## config.mk

```make
export PLATFORM = sky130hd
export DESIGN_NAME = streaming_find_replace_core_flat
export DESIGN_NICKNAME = d
export VERILOG_FILES = /design/src/rtl/sfr_pkg.sv /design/src/rtl/sfr_if.sv /design/src/rtl/streaming_find_replace_core.sv /design/src/rtl/sfr_cfg_regs.sv /design/src/rtl/sfr_window.sv /design/src/rtl/sfr_out_buf.sv /design/src/flat_wrapper.sv
export SDC_FILE = /design/constraint.sdc
export NUM_CORES = 1
export LEC_CHECK = 0
export ABC_CLOCK_PERIOD_IN_PS = 8500
export BUFFER_PORTS_ARGS = -buffer_cell sky130_fd_sc_hd__clkbuf_2
export CORE_UTILIZATION = 62
export CTS_CLUSTER_SIZE = 10
export DETAILED_ROUTE_END_ITERATION = 10
export HOLD_SLACK_MARGIN = 0.12
export MAX_ROUTING_LAYER = met4
export PLACE_DENSITY = 0.91
export SLEW_MARGIN = 20
export SYNTH_ARGS = -nofsm -noshare
export SYNTH_HDL_FRONTEND = slang
export SYNTH_SLANG_ARGS = --single-unit
```

## constraint.sdc

```tcl
create_clock -name clk_i -period 8.5 [get_ports clk_i]
set_input_delay 1.7 -clock clk_i [delete_from_list [all_inputs] [get_ports clk_i]]
set_output_delay 1.7 -clock clk_i [all_outputs]
set_load 0.01 [all_outputs]
```

## src/rtl/sfr_pkg.sv

```systemverilog
package sfr_pkg;

  localparam int unsigned PatternMax = 8;
  localparam int unsigned ReplaceMax = 8;

  typedef logic [7:0]      byte_t;
  typedef logic [7:0][7:0] bytes_t;
  typedef logic [3:0]      len_t;
  typedef logic [2:0]      cfg_idx_t;
  typedef logic [63:0]     cfg_data_t;

  localparam len_t PatternMaxLen = len_t'(PatternMax);
  localparam len_t ReplaceMaxLen = len_t'(ReplaceMax);

  // register indexes of the configuration port
  localparam cfg_idx_t CfgPatternBytes     = 3'd0;
  localparam cfg_idx_t CfgPatternLen       = 3'd1;
  localparam cfg_idx_t CfgReplacementBytes = 3'd2;
  localparam cfg_idx_t CfgReplacementLen   = 3'd3;

  // effective configuration seen by the datapath
  typedef struct packed {
    bytes_t pattern;
    len_t   plen;
    bytes_t repl;
    len_t   rlen;
  } cfg_t;

  // bytes produced by one text transaction; count of zero means none
  typedef struct packed {
    bytes_t data;
    len_t   count;
    logic   text_end;
  } emit_t;

  function automatic len_t eff_len(input len_t raw, input len_t maxv);
    len_t res;
    if (raw == 4'd0) begin
      res = 4'd1;
    end else if (raw > maxv) begin
      res = maxv;
    end else begin
      res = raw;
    end
    return res;
  endfunction

endpackage

```

## src/rtl/sfr_if.sv

```systemverilog
interface sfr_text_if;
  logic           valid;
  logic           ready;
  sfr_pkg::byte_t text_byte;
  logic           text_end;

  modport source (output valid, output text_byte, output text_end, input ready);
  modport sink (input valid, input text_byte, input text_end, output ready);
endinterface

interface sfr_res_if;
  logic           valid;
  logic           ready;
  sfr_pkg::byte_t out_byte;
  logic           run_last;
  logic           out_end;

  modport source (output valid, output out_byte, output run_last, output out_end,
                  input ready);
  modport sink (input valid, input out_byte, input run_last, input out_end,
                output ready);
endinterface

interface sfr_cfg_if;
  logic                valid;
  logic                ready;
  sfr_pkg::cfg_idx_t   index;
  sfr_pkg::cfg_data_t  data;

  modport source (output valid, output index, output data, input ready);
  modport sink (input valid, input index, input data, output ready);
endinterface

```

## src/rtl/streaming_find_replace_core.sv

```systemverilog
// Streaming find-and-replace: text bytes enter on text_i and the rewritten text
// leaves on res_o, with every leftmost, non-overlapping occurrence of the
// pattern (1 to 8 bytes) replaced by the replacement (1 to 8 bytes); lengths of
// 0 read as 1 and lengths above 8 read as 8. A text byte with text_end flushes
// the held bytes, and its last result carries out_end. Each text transaction
// yields between 0 and 8 result bytes, and run_last marks the last of them.
// Rate: a text byte is taken every cycle while each byte gives at most one
// result and res_o is ready; a byte that gives more holds the single output
// buffer, which drains one byte per cycle while res_o is ready; the next text
// byte enters in the cycle its final result is taken. Configuration writes
// are taken every cycle and belong between texts or while the block is idle.
module streaming_find_replace_core (
  input  logic       clk_i,
  input  logic       rst_ni,
  sfr_text_if.sink   text_i,
  sfr_res_if.source  res_o,
  sfr_cfg_if.sink    cfg_i
);

  sfr_pkg::cfg_t  cfg;
  sfr_pkg::emit_t emit;
  logic           free;
  logic           accept;

  assign text_i.ready = free;
  assign accept       = text_i.valid && free;

  sfr_cfg_regs u_cfg_regs (
    .clk_i  (clk_i),
    .rst_ni (rst_ni),
    .cfg_i  (cfg_i),
    .cfg_o  (cfg)
  );

  sfr_window u_window (
    .clk_i       (clk_i),
    .rst_ni      (rst_ni),
    .cfg_i       (cfg),
    .accept_i    (accept),
    .text_byte_i (text_i.text_byte),
    .text_end_i  (text_i.text_end),
    .emit_o      (emit)
  );

  sfr_out_buf u_out_buf (
    .clk_i  (clk_i),
    .rst_ni (rst_ni),
    .load_i (accept),
    .emit_i (emit),
    .free_o (free),
    .res_o  (res_o)
  );

endmodule

```

## src/rtl/sfr_cfg_regs.sv

```systemverilog
module sfr_cfg_regs (
  input  logic            clk_i,
  input  logic            rst_ni,
  sfr_cfg_if.sink         cfg_i,
  output sfr_pkg::cfg_t   cfg_o
);

  sfr_pkg::bytes_t pattern_q;
  sfr_pkg::bytes_t repl_q;
  sfr_pkg::len_t   plen_q;
  sfr_pkg::len_t   rlen_q;

  assign cfg_i.ready = 1'b1;

  always_ff @(posedge clk_i or negedge rst_ni) begin
    if (!rst_ni) begin
      pattern_q <= '0;
      repl_q    <= '0;
      plen_q    <= 4'd1;
      rlen_q    <= 4'd1;
    end else if (cfg_i.valid) begin
      case (cfg_i.index)
        sfr_pkg::CfgPatternBytes:     pattern_q <= cfg_i.data;
        sfr_pkg::CfgPatternLen:       plen_q    <= cfg_i.data[3:0];
        sfr_pkg::CfgReplacementBytes: repl_q    <= cfg_i.data;
        sfr_pkg::CfgReplacementLen:   rlen_q    <= cfg_i.data[3:0];
        default: ;
      endcase
    end
  end

  assign cfg_o.pattern = pattern_q;
  assign cfg_o.repl    = repl_q;
  assign cfg_o.plen    = sfr_pkg::eff_len(plen_q, sfr_pkg::PatternMaxLen);
  assign cfg_o.rlen    = sfr_pkg::eff_len(rlen_q, sfr_pkg::ReplaceMaxLen);

endmodule

```

## src/rtl/sfr_window.sv

```systemverilog
module sfr_window (
  input  logic            clk_i,
  input  logic            rst_ni,
  input  sfr_pkg::cfg_t   cfg_i,
  input  logic            accept_i,
  input  sfr_pkg::byte_t  text_byte_i,
  input  logic            text_end_i,
  output sfr_pkg::emit_t  emit_o
);

  sfr_pkg::bytes_t win_q, win_d;
  sfr_pkg::len_t   cnt_q, cnt_d;

  sfr_pkg::bytes_t w;
  sfr_pkg::len_t   c;
  sfr_pkg::len_t   sel;
  logic [8:0]      pref;
  logic            full;

  always_comb begin
    // append the new byte to the held bytes
    w = win_q;
    c = cnt_q;
    if (cnt_q < 4'd8) begin
      w[cnt_q[2:0]] = text_byte_i;
      c = cnt_q + 4'd1;
    end

    // pref[k]: dropping the first k bytes leaves a prefix of the pattern
    for (int k = 0; k <= 8; k++) begin
      pref[k] = (4'(k) <= c) && ((c - 4'(k)) <= cfg_i.plen);
      for (int j = 0; j < 8; j++) begin
        if ((k + j < 8) && (4'(j) < (c - 4'(k)))) begin
          if (w[3'(k + j)] != cfg_i.pattern[3'(j)]) begin
            pref[k] = 1'b0;
          end
        end
      end
    end

    full = (c == cfg_i.plen) && pref[0];

    sel = 4'd8;
    for (int k = 8; k >= 0; k--) begin
      if (pref[k]) begin
        sel = 4'(k);
      end
    end

    emit_o.text_end = text_end_i;
    win_d = w >> {sel, 3'b000};
    if (full) begin
      emit_o.data  = cfg_i.repl;
      emit_o.count = cfg_i.rlen;
      cnt_d        = 4'd0;
    end else begin
      emit_o.data = w;
      if (text_end_i) begin
        // flush everything still held
        emit_o.count = c;
        cnt_d        = 4'd0;
      end else begin
        emit_o.count = sel;
        cnt_d        = c - sel;
      end
    end
  end

  always_ff @(posedge clk_i or negedge rst_ni) begin
    if (!rst_ni) begin
      cnt_q <= 4'd0;
    end else if (accept_i) begin
      cnt_q <= cnt_d;
    end
  end

  always_ff @(posedge clk_i) begin
    if (accept_i) begin
      win_q <= win_d;
    end
  end

endmodule

```

## src/rtl/sfr_out_buf.sv

```systemverilog
module sfr_out_buf (
  input  logic            clk_i,
  input  logic            rst_ni,
  input  logic            load_i,
  input  sfr_pkg::emit_t  emit_i,
  output logic            free_o,
  sfr_res_if.source       res_o
);

  sfr_pkg::bytes_t data_q;
  sfr_pkg::len_t   len_q;
  logic [2:0]      idx_q;
  logic            end_q;
  logic            last_beat;
  logic            pop;

  assign last_beat = ({1'b0, idx_q} == (len_q - 4'd1));
  assign pop       = res_o.valid && res_o.ready;
  // free once the final byte of the held transaction leaves
  assign free_o    = (len_q == 4'd0) || (pop && last_beat);

  assign res_o.valid    = (len_q != 4'd0);
  assign res_o.out_byte = data_q[idx_q];
  assign res_o.run_last = last_beat;
  assign res_o.out_end  = last_beat && end_q;

  always_ff @(posedge clk_i or negedge rst_ni) begin
    if (!rst_ni) begin
      len_q <= 4'd0;
      idx_q <= 3'd0;
    end else if (load_i && (emit_i.count != 4'd0)) begin
      len_q <= emit_i.count;
      idx_q <= 3'd0;
    end else if (pop) begin
      if (last_beat) begin
        len_q <= 4'd0;
      end else begin
        idx_q <= idx_q + 3'd1;
      end
    end
  end

  always_ff @(posedge clk_i) begin
    if (load_i) begin
      data_q <= emit_i.data;
      end_q  <= emit_i.text_end;
    end
  end

endmodule
```

## src/flat_wrapper.sv

```systemverilog
// flat-port wrapper written by rule: the top's interface ports become plain ports
module streaming_find_replace_core_flat 
  (clk_i, rst_ni, text_i_valid, text_i_text_byte, text_i_text_end, text_i_ready, res_o_valid, res_o_out_byte, res_o_run_last, res_o_out_end, res_o_ready, cfg_i_valid, cfg_i_index, cfg_i_data, cfg_i_ready);
  sfr_text_if text_i_i ();
  sfr_res_if res_o_i ();
  sfr_cfg_if cfg_i_i ();
  input  logic clk_i;
  input  logic rst_ni;
  input wire logic [$bits(text_i_i.valid)-1:0] text_i_valid;
  input wire logic [$bits(text_i_i.text_byte)-1:0] text_i_text_byte;
  input wire logic [$bits(text_i_i.text_end)-1:0] text_i_text_end;
  output wire logic [$bits(text_i_i.ready)-1:0] text_i_ready;
  output wire logic [$bits(res_o_i.valid)-1:0] res_o_valid;
  output wire logic [$bits(res_o_i.out_byte)-1:0] res_o_out_byte;
  output wire logic [$bits(res_o_i.run_last)-1:0] res_o_run_last;
  output wire logic [$bits(res_o_i.out_end)-1:0] res_o_out_end;
  input wire logic [$bits(res_o_i.ready)-1:0] res_o_ready;
  input wire logic [$bits(cfg_i_i.valid)-1:0] cfg_i_valid;
  input wire logic [$bits(cfg_i_i.index)-1:0] cfg_i_index;
  input wire logic [$bits(cfg_i_i.data)-1:0] cfg_i_data;
  output wire logic [$bits(cfg_i_i.ready)-1:0] cfg_i_ready;
  assign text_i_i.valid = text_i_valid;
  assign text_i_i.text_byte = text_i_text_byte;
  assign text_i_i.text_end = text_i_text_end;
  assign text_i_ready = text_i_i.ready;
  assign res_o_valid = res_o_i.valid;
  assign res_o_out_byte = res_o_i.out_byte;
  assign res_o_run_last = res_o_i.run_last;
  assign res_o_out_end = res_o_i.out_end;
  assign res_o_i.ready = res_o_ready;
  assign cfg_i_i.valid = cfg_i_valid;
  assign cfg_i_i.index = cfg_i_index;
  assign cfg_i_i.data = cfg_i_data;
  assign cfg_i_ready = cfg_i_i.ready;
  streaming_find_replace_core u_core (.clk_i(clk_i), .rst_ni(rst_ni), .text_i(text_i_i), .res_o(res_o_i), .cfg_i(cfg_i_i));
endmodule
```

==> results.txt <==
post-cts resize count: 0
largest net degree at the start of global routing: 81
Routed Antenna Nets: 0
vias post-DR: 12.3k
area delta synth->final: 9.23%
Hold Fails Final Rpt: 0
Crit Path Max Fanout: 22
Synth top area share: 25.5%
Worst Hold Class: reg2reg
static leakage: 6.58 nW
max-cap viol count: 0
CTS Buffer Depth: 3
GRT Overall Usage: 38.9%
synthesized cell area: 15,200 µm²
most frequent cell after synthesis: nor2_1
ys flop type: edfxtp_1
post-CTS setup buffers: 0
Core Util, Final: 69.9%
clock-pin transition on the worst setup and hold timing paths: 0.05 ns
CTS H-tree lvls: 1
CP Data Required Time: 8.94 ns
Starting DRT DRC Count: 1,799
crit share post-route: 69.6%
RSZ-0062 raised after global routing: no
die area: 25,200 µm²
Power Dens Cells: 438 nW/µm²
Worst EP arrival: 6.35 ns
status: finished, final reports clean
Tightest Pin Transition: 1.18 ns
routability cong.: 1.05
Num Clock Sinks: 244
Critical Path End Type: flop
post-synthesis sequential area ratio: 44.4%
CTS Root Cell: clkbuf_16
number of nets in the layout: 1,577
Yosys warnings: 0
Routed WL: 46.6 mm
Post-synth EDFFs: 129
synth top area cells: edfxtp_1, dfrtp_1, mux2_2
achievable frequency: 169 MHz
Syn Inst Count: 1,424
Die H: 159 µm
Post-route DRC: 0
Inserted Clock Buffers: 29
Post-synth top cells: nor2_1, edfxtp_1, dfrtp_1
Max VDD drop: 0.332 mV
CTS tree: yes
global route overflow: 0
Final setup viols: 0
vias in the first global route: 12.2k
cts hold-fix bufs: 0
DRT Pass-1 Iters: 5
drt via density: 6.87
slew margin rel.: 21.2%
Synth async-reset ratio: 47.1%
initial core utilization: 64.0%
synthesized flop and latch total: 244
DP Wirelength: 32.5 mm
area leader, netlist: edfxtp_1
setup TNS: 0 ns
WS Path Type: reg2reg
Slew Viols, Final: 0
n_diodes: 0
boundary pin count: 94
syn avg cell area: 10.7 µm²
Worst setup SP type: flop
Worst Skew: 0.0152 ns
first-pass GRT wire length: 70.5 mm
Final Power: 7.28 mW
wire per inst: 26.0 µm
initial antenna violation count: 0
Die Span X: 159 µm
Mapped Nets: 1,548
CORE AREA: 23,800 µm²
synth unique cells: 90
PortBufs: 92
share of layout cells above drive strength 1: 21.2%
std cell rows: 56
final hold slack: 0.506 ns
min cycle time layout: 5.91 ns
Skew-Pair Late Insertion Delay: 0.57 ns
layout by cell type (no fill, tap or decap), types with 7 or more instances in the layout:
master	instances
xnor2_1	27
a22oi_1	7
edfxtp_1	129
o221ai_1	35
o21bai_1	11
ha_1	42
a221oi_1	8
a21oi_1	93
nor4_1	16
clkbuf_2	91
xor2_1	69
o21ai_0	34
nor2b_1	14
o22ai_1	34
a32oi_1	10
clkbuf_16	29
mux4_2	16
dfrtp_1	113
mux2i_1	83
nor3_1	11
o221ai_2	8
a222oi_1	7
nand2b_1	20
nor2_1	142
mux2_2	111
nand3_1	16
inv_1	54
buf_4	16
o21ai_1	12
clkbuf_1	17
nand4_1	9
nand2_1	82
metal layers:
metal,wire length (µm),GRT usage (%),vias to the layer above
li1,-,-,5304
met3,4560,6.53,248
met5,0,-,-
met2,21000,59.4,837
met1,17600,48.7,5933
met4,3480,23.6,0
power by group:
part | total, mW | switching [mW] | leakage, nW | internal, mW
combinational | 4.01 | 2.35 | 3.58 | 1.65
sequential | 2.11 | 0.361 | 2.58 | 1.75
clock | 1.16 | 0.494 | 0.424 | 0.670
state kept, by name, indices dropped and copies added (netlist names):
signal and count:
u_core.u_out_buf.idx_q 3, u_core.u_window.cnt_q 4, u_core.u_cfg_regs.rlen_q 4, u_core.u_cfg_regs.plen_q 4
u_core.u_cfg_regs.cfg_o 96, u_core.u_window.win_q 64, u_core.u_out_buf.len_q 4, u_core.u_out_buf.end_q 1
u_core.u_out_buf.data_q 64
kinds of logic (layout without fill, tap and decap cells):
kind of cell    after synthesis  count (layout)  synth area share, %
compound gates              308             308                 14.0
other cells                   1               1               0.0247
buf+inv                     170             221                 4.92
xor+xnor                     97              97                 5.59
simple gates                350             350                 11.2
mux                         211             211                 16.2
fa+ha+maj                    43              43                 3.59
flops                       244             244                 44.4
layout make-up:
type / count / area, µm²
Tap cell: 319 / 399
Multi-Input combinational cell: 1010 / 7740
Sequential cell: 244 / 6750
Inverter: 59 / 224
Clock buffer: 50 / 845
Timing Repair Buffer: 109 / 623
Clock inverter: 3 / 30.0
Fill cell: 1735 / 7140
worst paths after layout:
check / start / end / slack (ns) / cells after the start
max: u_core.u_window.cnt_q[3] / u_core.u_window.cnt_q[3] / 2.59 / 21
min in group asynchronous: rst_ni / u_core.u_cfg_regs.rlen_q[3] / 1.16 / 1
max reg2reg: u_core.u_window.cnt_q[3] / u_core.u_window.cnt_q[3] / 2.59 / 21
max in group asynchronous: rst_ni / u_core.u_cfg_regs.cfg_o[59] / 5.98 / 2
min: u_core.u_cfg_regs.cfg_o[5] / u_core.u_cfg_regs.cfg_o[5] / 0.51 / 1
min reg2reg: u_core.u_cfg_regs.cfg_o[5] / u_core.u_cfg_regs.cfg_o[5] / 0.51 / 1
worst max-delay path: stages (launching register included):
cell	delay (ns)
dfrtp_1	0.58
xnor2_1	0.81
inv_1	0.33
ha_1	0.31
inv_1	0.16
xnor2_1	0.21
inv_1	0.08
ha_1	0.30
o21ai_0	0.08
nand2b_1	0.07
a21oi_1	0.06
a41oi_1	0.30
a2111o_1	0.47
nand2_2	0.44
nor2_2	0.36
inv_2	0.09
ha_1	0.29
a21o_1	0.16
a21oi_1	0.17
xnor2_1	0.15
xnor2_1	0.08
o41ai_1	0.27
stage by stage:
stage	instances	instance area, µm²	setup slack, ns
after floorplan	1424	15200	2.55
after global placement	1740	15700	2.31
after detailed placement	1740	15700	2.15
after CTS	1793	16600	2.36
after global routing	1794	16600	2.30
final	1794	16600	2.59
Note: power is estimated with default switching activity, not from simulation.
